### src/hdl/assert_macros.svh
// Assertion macros shared by the deframer modules.
// Simulation builds get concurrent assertions; synthesis builds get empty bodies.
`ifndef ASSERT_MACROS_SVH
`define ASSERT_MACROS_SVH

`ifndef SYNTHESIS
`define ASSERT_PROP(lbl, clk, rst_n, prop) \
	lbl: assert property (@(posedge clk) disable iff (!rst_n) prop) \
	else $error("assertion failed");
`define ASSERT_NEVER(lbl, clk, rst_n, cond) \
	lbl: assert property (@(posedge clk) disable iff (!rst_n) !(cond)) \
	else $error("forbidden condition seen");
`else
`define ASSERT_PROP(lbl, clk, rst_n, prop)
`define ASSERT_NEVER(lbl, clk, rst_n, cond)
`endif

`endif

### src/hdl/ldf_pkg.sv
// Package for the lidar frame deframer: widths, register indexes and shared types.
// Used by every module of the block; depends on nothing.
package ldf_pkg;

	localparam int MAX_POINTS = 1024;
	localparam int CNT_W      = 11;
	localparam int IDX_W      = 10;
	localparam int ANGLE_W    = 15;
	localparam int DIST_W     = 16;
	localparam int MIS_W      = 16;
	localparam int CFG_IDX_W  = 2;
	localparam int CFG_DATA_W = 15;
	localparam int QDEPTH     = 4;
	localparam int QAW        = 2;
	localparam int QCNT_W     = 3;
	localparam int OUT_DATA_W = 64;

	localparam logic [CFG_IDX_W-1:0] REG_SYNC_VALUE    = 2'd0;
	localparam logic [CFG_IDX_W-1:0] REG_ROLL_THRESH   = 2'd1;
	localparam logic [CFG_IDX_W-1:0] REG_SCAN_CAPACITY = 2'd2;

	localparam logic [7:0]        SYNC_RESET     = 8'hA5;
	localparam logic [14:0]       THRESH_RESET   = 15'd3200;
	localparam logic [CNT_W-1:0]  CAPACITY_RESET = 11'd1024;
	localparam logic [MIS_W-1:0]  MIS_MAX        = 16'hFFFF;

	typedef enum logic [2:0] {
		POS_SYNC = 3'd0,
		POS_B1   = 3'd1,
		POS_B2   = 3'd2,
		POS_B3   = 3'd3,
		POS_B4   = 3'd4,
		POS_HUNT = 3'd5
	} pos_t;

	typedef struct packed {
		logic [7:0]       sync_value;
		logic [14:0]      rollover_threshold;
		logic [CNT_W-1:0] scan_capacity;
	} cfg_t;

	typedef struct packed {
		logic [ANGLE_W-1:0] angle;
		logic [DIST_W-1:0]  distance;
		logic [MIS_W-1:0]   misalign;
	} frame_t;

	typedef struct packed {
		logic               new_scan;
		logic [MIS_W-1:0]   misalign;
		logic [IDX_W-1:0]   index;
		logic               bank;
		logic [DIST_W-1:0]  distance;
		logic [ANGLE_W-1:0] angle;
	} result_t;

	typedef struct packed {
		logic full;
		logic empty;
	} q_status_t;

endpackage

### src/hdl/ldf_framer.sv
// Front part of the deframer: hunts for sync, gathers the four payload bytes
// and counts misalignments. Depends on ldf_pkg.
module ldf_framer (
	input  logic                 clk,
	input  logic                 arst_n,
	input  ldf_pkg::cfg_t        cfg,
	input  logic                 byte_valid,
	output logic                 byte_ready,
	input  logic [7:0]           rx_byte,
	input  ldf_pkg::q_status_t   q_status,
	output logic                 push,
	output ldf_pkg::frame_t      frame
);

	ldf_pkg::pos_t                  pos_q, pos_next;
	logic [23:0]                    field_q;
	logic [ldf_pkg::MIS_W-1:0]      mis_q;
	logic                           accept;
	logic                           is_sync;

	// Only the closing byte needs queue space.
	assign byte_ready = (pos_q != ldf_pkg::POS_B4) || !q_status.full;
	assign accept     = byte_valid && byte_ready;
	assign is_sync    = (rx_byte == cfg.sync_value);
	assign push       = accept && (pos_q == ldf_pkg::POS_B4);

	assign frame.angle    = field_q[15:1];
	assign frame.distance = {rx_byte, field_q[23:16]};
	assign frame.misalign = mis_q;

	always_ff @(posedge clk or negedge arst_n) begin
		if (!arst_n) begin
			pos_q <= ldf_pkg::POS_SYNC;
		end else if (accept) begin
			pos_q <= pos_next;
		end
	end

	always_comb begin
		case (pos_q)
			ldf_pkg::POS_SYNC: pos_next = is_sync ? ldf_pkg::POS_B1 : ldf_pkg::POS_HUNT;
			ldf_pkg::POS_B1:   pos_next = ldf_pkg::POS_B2;
			ldf_pkg::POS_B2:   pos_next = ldf_pkg::POS_B3;
			ldf_pkg::POS_B3:   pos_next = ldf_pkg::POS_B4;
			ldf_pkg::POS_B4:   pos_next = ldf_pkg::POS_SYNC;
			default:           pos_next = is_sync ? ldf_pkg::POS_B1 : ldf_pkg::POS_HUNT;
		endcase
	end

	always_ff @(posedge clk or negedge arst_n) begin
		if (!arst_n) begin
			field_q <= '0;
			mis_q   <= '0;
		end else if (accept) begin
			case (pos_q)
				ldf_pkg::POS_SYNC: begin
					if (is_sync) begin
						field_q <= '0;
					end else if (mis_q != ldf_pkg::MIS_MAX) begin
						mis_q <= mis_q + 1'b1;
					end
				end
				ldf_pkg::POS_B1: field_q[7:0]   <= rx_byte;
				ldf_pkg::POS_B2: field_q[15:8]  <= rx_byte;
				ldf_pkg::POS_B3: field_q[23:16] <= rx_byte;
				ldf_pkg::POS_B4: field_q        <= field_q;
				default: begin
					if (is_sync) begin
						field_q <= '0;
					end
				end
			endcase
		end
	end

endmodule

### src/hdl/ldf_queue.sv
// Short frame queue between the framer and the scan back end.
// Register-based FIFO of ldf_pkg::QDEPTH frames; depends on ldf_pkg.
`include "assert_macros.svh"

module ldf_queue (
	input  logic                 clk,
	input  logic                 arst_n,
	input  logic                 push,
	input  ldf_pkg::frame_t      wr_frame,
	input  logic                 pop,
	output ldf_pkg::frame_t      rd_frame,
	output ldf_pkg::q_status_t   status
);

	ldf_pkg::frame_t               mem_q [ldf_pkg::QDEPTH];
	logic [ldf_pkg::QAW-1:0]       wr_ptr_q, rd_ptr_q;
	logic [ldf_pkg::QCNT_W-1:0]    count_q;

	assign status.full  = (count_q == ldf_pkg::QCNT_W'(ldf_pkg::QDEPTH));
	assign status.empty = (count_q == '0);
	assign rd_frame     = mem_q[rd_ptr_q];

	always_ff @(posedge clk) begin
		if (push) begin
			mem_q[wr_ptr_q] <= wr_frame;
		end
	end

	always_ff @(posedge clk or negedge arst_n) begin
		if (!arst_n) begin
			wr_ptr_q <= '0;
			rd_ptr_q <= '0;
			count_q  <= '0;
		end else begin
			if (push) begin
				wr_ptr_q <= wr_ptr_q + 1'b1;
			end
			if (pop) begin
				rd_ptr_q <= rd_ptr_q + 1'b1;
			end
			case ({push, pop})
				2'b10:   count_q <= count_q + 1'b1;
				2'b01:   count_q <= count_q - 1'b1;
				default: count_q <= count_q;
			endcase
		end
	end

	`ASSERT_NEVER(a_no_overflow, clk, arst_n, push && status.full)
	`ASSERT_NEVER(a_no_underflow, clk, arst_n, pop && status.empty)
	`ASSERT_PROP(a_count_bound, clk, arst_n, count_q <= ldf_pkg::QCNT_W'(ldf_pkg::QDEPTH))

endmodule

### src/hdl/ldf_scan.sv
// Back part of the deframer: rollover detection, bank flip, capacity limit
// and the output register. Depends on ldf_pkg.
`include "assert_macros.svh"

module ldf_scan (
	input  logic                 clk,
	input  logic                 arst_n,
	input  ldf_pkg::cfg_t        cfg,
	input  ldf_pkg::q_status_t   q_status,
	input  ldf_pkg::frame_t      frame,
	output logic                 pop,
	output logic                 res_valid,
	input  logic                 res_ready,
	output ldf_pkg::result_t     result
);

	logic [ldf_pkg::ANGLE_W-1:0]   last_angle_q;
	logic                          bank_q;
	logic [ldf_pkg::CNT_W-1:0]     count_q;
	logic                          out_valid_q;
	ldf_pkg::result_t              out_q;

	logic [ldf_pkg::ANGLE_W:0]     angle_sum;
	logic                          roll;
	logic [ldf_pkg::CNT_W-1:0]     limit;
	logic [ldf_pkg::CNT_W-1:0]     count_eff;
	logic                          bank_eff;
	logic                          keep;

	assign pop = !q_status.empty && (!out_valid_q || res_ready);

	assign angle_sum = {1'b0, frame.angle} + {1'b0, cfg.rollover_threshold};
	assign roll      = angle_sum < {1'b0, last_angle_q};
	assign limit     = (cfg.scan_capacity > ldf_pkg::CNT_W'(ldf_pkg::MAX_POINTS))
	                   ? ldf_pkg::CNT_W'(ldf_pkg::MAX_POINTS) : cfg.scan_capacity;
	assign count_eff = roll ? '0 : count_q;
	assign bank_eff  = roll ? !bank_q : bank_q;
	assign keep      = count_eff < limit;

	always_ff @(posedge clk or negedge arst_n) begin
		if (!arst_n) begin
			last_angle_q <= '0;
			bank_q       <= 1'b1;
			count_q      <= '0;
			out_valid_q  <= 1'b0;
		end else begin
			if (pop) begin
				last_angle_q <= frame.angle;
				bank_q       <= bank_eff;
				count_q      <= keep ? count_eff + 1'b1 : count_eff;
				out_valid_q  <= keep;
			end else if (res_ready) begin
				out_valid_q  <= 1'b0;
			end
		end
	end

	always_ff @(posedge clk) begin
		if (pop && keep) begin
			out_q.angle    <= frame.angle;
			out_q.distance <= frame.distance;
			out_q.bank     <= bank_eff;
			out_q.index    <= count_eff[ldf_pkg::IDX_W-1:0];
			out_q.new_scan <= roll;
			out_q.misalign <= frame.misalign;
		end
	end

	assign res_valid = out_valid_q;
	assign result    = out_q;

	`ASSERT_NEVER(a_no_overwrite, clk, arst_n, pop && out_valid_q && !res_ready)
	`ASSERT_PROP(a_hold_stalled, clk, arst_n,
		out_valid_q && !res_ready |=> out_valid_q && $stable(out_q))
	`ASSERT_PROP(a_roll_clears, clk, arst_n,
		pop && keep && roll |=> out_q.index == '0 && out_q.new_scan)

endmodule

### src/hdl/lidar_frame_deframer.sv
// Lidar frame deframer: one raw link byte per transfer in, one point per stored frame out.
// Throughput: one byte per cycle unless the queue is full at a closing byte.
// A frame of five bytes gives at most one point; it passes the queue, then the output register.
// Rate is set by the byte framer, which classifies one byte per cycle, queue space permitting.
// Reset (arst_n low, asynchronous): registers to defaults, hunting sync, bank 1, counts 0.
// Depends on ldf_pkg, ldf_framer, ldf_queue and ldf_scan.
module lidar_frame_deframer (
	input  logic                          clk,
	input  logic                          arst_n,
	// Configuration write channel.
	input  logic                          cfg_valid,
	output logic                          cfg_ready,
	input  logic [ldf_pkg::CFG_IDX_W-1:0] cfg_index,
	input  logic [ldf_pkg::CFG_DATA_W-1:0] cfg_data,
	// Byte input stream.
	input  logic                          s_axis_tvalid,
	output logic                          s_axis_tready,
	input  logic [7:0]                    s_axis_tdata,  // [7:0] rx_byte
	// Point output stream.
	output logic                          m_axis_tvalid,
	input  logic                          m_axis_tready,
	// [14:0] angle_q6, [30:15] distance_q2, [31] bank, [41:32] point_index,
	// [57:42] misalign_count, [63:58] zero
	output logic [ldf_pkg::OUT_DATA_W-1:0] m_axis_tdata,
	output logic                          m_axis_tuser   // [0] new_scan
);

	// Configuration registers. The user must write them only while the block is idle; the block does not
	// enforce this. The front and back parts read them directly without any handoff.
	ldf_pkg::cfg_t       cfg_q;
	ldf_pkg::frame_t     push_frame;
	ldf_pkg::frame_t     pop_frame;
	ldf_pkg::q_status_t  q_status;
	ldf_pkg::result_t    result;
	logic                push;
	logic                pop;

	assign cfg_ready = 1'b1;

	always_ff @(posedge clk or negedge arst_n) begin
		if (!arst_n) begin
			cfg_q.sync_value         <= ldf_pkg::SYNC_RESET;
			cfg_q.rollover_threshold <= ldf_pkg::THRESH_RESET;
			cfg_q.scan_capacity      <= ldf_pkg::CAPACITY_RESET;
		end else if (cfg_valid) begin
			// An index past the register list is accepted and ignored.
			case (cfg_index)
				ldf_pkg::REG_SYNC_VALUE:    cfg_q.sync_value <= cfg_data[7:0];
				ldf_pkg::REG_ROLL_THRESH:   cfg_q.rollover_threshold <= cfg_data[14:0];
				ldf_pkg::REG_SCAN_CAPACITY:
					cfg_q.scan_capacity <= cfg_data[ldf_pkg::CNT_W-1:0];
				default: cfg_q <= cfg_q;
			endcase
		end
	end

	// The framer takes a byte every cycle; only a closing byte waits on queue space.
	ldf_framer u_framer (
		.clk        (clk),
		.arst_n     (arst_n),
		.cfg        (cfg_q),
		.byte_valid (s_axis_tvalid),
		.byte_ready (s_axis_tready),
		.rx_byte    (s_axis_tdata),
		.q_status   (q_status),
		.push       (push),
		.frame      (push_frame)
	);

	// The queue lets the byte side keep running while the point side is stalled.
	ldf_queue u_queue (
		.clk      (clk),
		.arst_n   (arst_n),
		.push     (push),
		.wr_frame (push_frame),
		.pop      (pop),
		.rd_frame (pop_frame),
		.status   (q_status)
	);

	// The back end resolves scan rollover and capacity, then registers the point.
	ldf_scan u_scan (
		.clk       (clk),
		.arst_n    (arst_n),
		.cfg       (cfg_q),
		.q_status  (q_status),
		.frame     (pop_frame),
		.pop       (pop),
		.res_valid (m_axis_tvalid),
		.res_ready (m_axis_tready),
		.result    (result)
	);

	assign m_axis_tdata = {6'd0, result.misalign, result.index, result.bank,
	                       result.distance, result.angle};
	assign m_axis_tuser = result.new_scan;

endmodule

### config.mk
export PLATFORM = sky130hd
export DESIGN_NAME = lidar_frame_deframer
export DESIGN_NICKNAME = d
export VERILOG_FILES = /design/src/hdl/ldf_pkg.sv /design/src/hdl/ldf_framer.sv /design/src/hdl/ldf_queue.sv /design/src/hdl/ldf_scan.sv /design/src/hdl/lidar_frame_deframer.sv
export VERILOG_INCLUDE_DIRS = /design/src /design/src/hdl
export SDC_FILE = /design/constraint.sdc
export NUM_CORES = 1
export LEC_CHECK = 0
export ABC_AREA = 1
export BUFFER_PORTS_ARGS = -buffer_cell sky130_fd_sc_hd__buf_2
export CAP_MARGIN = 20
export CORE_MARGIN = 1.5
export CORE_UTILIZATION = 50
export DETAILED_ROUTE_END_ITERATION = 6
export PLACE_DENSITY = 0.68
export SKIP_LAST_GASP = 1
export SLEW_MARGIN = 25
export SYNTH_ARGS = -nofsm -noshare
export SYNTH_HDL_FRONTEND = slang
export SYNTH_SLANG_ARGS = --single-unit
### constraint.sdc
create_clock -name clk -period 7.9 [get_ports clk]
set_clock_uncertainty 0.15 [all_clocks]
set_input_delay 0.395 -clock clk [delete_from_list [all_inputs] [get_ports clk]]
set_output_delay 0.395 -clock clk [all_outputs]
set_load 0.02 [all_outputs]
==> flow_metrics.env <==
export IMPL_area_growth_pct=15.19
export IMPL_worstSetupPathType="flop to flop"
export IMPL_grt_max_degree=63
export IMPL_final_max_slew_viol_count=0
export IMPL_cp_slowest_cell="dfrtp_2"
export IMPL_vdd_drop_max_uv=211.0
export IMPL_cpPeakStageDelay_ps=700
export IMPL_grt_pass1_vias=9404
export IMPL_routed_via_density=5.337
export IMPL_synth_ff_type="edfxtp_1"
export IMPL_root_buffer="clkbuf_16"
export IMPL_cts_tree="yes"
export IMPL_avgSynthCellArea_um2=11.61
export IMPL_grt_pass1_wl_um=51050
export IMPL_antenna_left=0
export IMPL_grtUsageMet1_pct=29.72
export IMPL_grt_busiest_layer="met2"
export IMPL_p_per_area_nw_per_um2=425.5
export IMPL_fin_setup_tns_ps=0
export IMPL_die_area_um2=31350
export IMPL_whs_ps=37.99
export IMPL_synth_edf_count=247
export IMPL_num_vias=9793
export IMPL_synth_cells=1305
export IMPL_fmax_mhz=139.0
export IMPL_dp_hpwl_um=20620
export IMPL_critPathMostFrequentCell="nand2_1"
export IMPL_path_max_fanout=42
export IMPL_n_antenna_cell=0
export IMPL_avgRoutedWirePerCell_um=17.76
export IMPL_cts_buffers=38
export IMPL_die_width_um=177.1
export IMPL_io_buffers=90
export IMPL_overflow=0
export IMPL_grt_use_met3_pct=3.243
export IMPL_netlist_area_um2=15150
export IMPL_clk_path_buf_depth=3
export IMPL_core_area_um2=29720
export IMPL_period_share_pct=91.06
export IMPL_track_usage_pct=21.20
export IMPL_layout_commonest_cell="edfxtp_1"
export IMPL_gp_congestion=0.8671
export IMPL_die_h_um=177.1
export IMPL_cts_num_sinks=358
export IMPL_nets=1491
export IMPL_crit_required_ps=7900
export IMPL_htree_levels=2
export IMPL_cap_violations=0
export IMPL_p_leak_nw=7.197
export IMPL_clkTransAtPathRegs_ps=60
export IMPL_status="complete, no violations"
export IMPL_finalCriticalPeriod_ps=7194
export IMPL_route_detailed_drc=0
export IMPL_rsz0062_at_grt="no"
export IMPL_use_met2_pct=34.34
export IMPL_drt_initial_drc_count=671
export IMPL_drive_gt1_share_pct=15.36
export IMPL_antenna_found_initial=0
export IMPL_routed_wl_um=32590
export IMPL_firstDrtPassIters=5
export IMPL_clock_latency_ps=520
export IMPL_hold_violations=0
export IMPL_cp_start_kind="flop"
export IMPL_setup_viol=0
export IMPL_critPathCaptureType="flop"
export IMPL_ys_types=48
export IMPL_synth_seq_cells=358
export IMPL_ys_async_sr_fraction_pct=31.01
export IMPL_final_cell_mix="edfxtp_1, nand2_1, o21ai_0"
export IMPL_ys_seq_area_share_pct=67.37
export IMPL_crit_arrival_ps=7200
export IMPL_hp_class="input pin to flop"
export IMPL_design_power_total_mw=7.425
export IMPL_max_slew_margin_pct=36.71
export IMPL_worst_pin_slew_ps=943.7
export IMPL_io_pins=98
export IMPL_rows=63
export IMPL_start_util_pct=50.97
export IMPL_synth_warnings=0
[cells by family after synthesis]
group / after synthesis / share of synthesized area [%]
muxes: 5 / 0.3717
other: 2 / 0.04958
xor gates and xnor gates: 41 / 2.371
buffers and inverters: 192 / 4.997
DFF: 358 / 67.37
adders and majority gates: 46 / 3.899
and+or+nand+nor: 399 / 11.22
AOI/OAI and AO/OA: 262 / 9.722
[stage by stage]
step                cells  util [%]  cell area, um^2  worst slack [ps]
floorplan            1310         -            15170              1343
global placement     1756     53.95            16030             696.0
detailed placement   1756     53.95            16030             478.0
CTS                  1834     58.68            17440             448.1
global route         1835     58.72            17450             55.23
finish               1835     58.72            17450             705.9
[layer usage]
metal / wire (um) / vias to the layer above
met5: 0 / -
li1: - / 4718
met3: 1450 / 50
met2: 15520 / 244
met1: 14910 / 4781
met4: 714 / 0
[registers in the layout, summed over array words and instances, names as in the netlist]
| register | flops |
|---|---|
| u_framer.mis_q | 16 |
| u_queue.rd_ptr_q | 2 |
| u_scan.bank_q | 1 |
| u_framer.pos_q | 3 |
| u_queue.mem_q | 188 |
| u_queue.wr_ptr_q | 2 |
| u_scan.last_angle_q | 15 |
| cfg_q | 34 |
| u_scan.result | 59 |
| u_framer.field_q | 23 |
| u_queue.count_q | 3 |
| u_scan.res_valid | 1 |
| u_scan.count_q | 11 |
[what timing repair did]
action,in CTS,in global routing
endpoints found under the hold margin,58,0
buffers inserted,0,0
endpoints found under the setup margin,0,42
resized for setup,0,1
hold buffers,8,0
[final timing paths]
path                            cells past startpoint                            endpoint                          startpoint  slack (ps)
worst min-delay path                                3                cfg_q[9]$_DFFE_PN0P_                         cfg_data[9]          40
max in group asynchronous                           3     u_queue.rd_ptr_q[0]$_DFFE_PN0P_                              arst_n        5980
worst min register to register                      2  u_scan.last_angle_q[0]$_DFFE_PN0P_  u_scan.last_angle_q[0]$_DFFE_PN0P_         330
min in group asynchronous                           2               cfg_q[25]$_DFFE_PN0P_                              arst_n         310
worst max register to register                     35         u_scan.result[30]$_DFFE_PP_     u_queue.rd_ptr_q[0]$_DFFE_PN0P_         710
worst max-delay path                               35         u_scan.result[30]$_DFFE_PP_     u_queue.rd_ptr_q[0]$_DFFE_PN0P_         710
[synthesized netlist by cell type (25+ instances only)]
cell	number	share of area [%]
xor2_1	31	1.8
nand2_1	181	4.5
ha_1	44	3.6
dfrtp_1	102	17
inv_1	138	3.4
o22ai_1	64	2.6
edfxtp_1	247	49
a21oi_1	25	0.83
o21ai_0	153	5.1
nand3_1	31	1.0
nor2_1	144	3.6
clkbuf_1	40	0.99
[report_power, final]
part           internal (mW)  total (mW)  switching, mW  leakage (nW)
registers               2.66        2.93          0.271          3.61
clock network           1.12        1.84          0.715         0.653
logic                  0.839        2.65           1.82          2.93
[final cells by class]
| class | count | area, um^2 |
|---|---|---|
| fill | 2384 | 12270 |
| tap | 390 | 488.0 |
| clock inverter | 23 | 226.5 |
| clock buffer | 47 | 1100 |
| sequential | 358 | 10210 |
| multi-input combinational | 761 | 4240 |
| timing repair buffer | 113 | 649.4 |
| inverter | 143 | 538.0 |
[critical path, delay by kind of cell, from the launching register on]
kind,cells,cell delay [ps]
adder cells (fa/ha/maj),4,1250
AO/OA/AOI/OAI,9,1320
XOR/XNOR,1,150
buffers and inverters,5,1300
AND/OR/NAND/NOR,16,1890
flip-flops,1,700
Power figures use the tool's default switching activity.
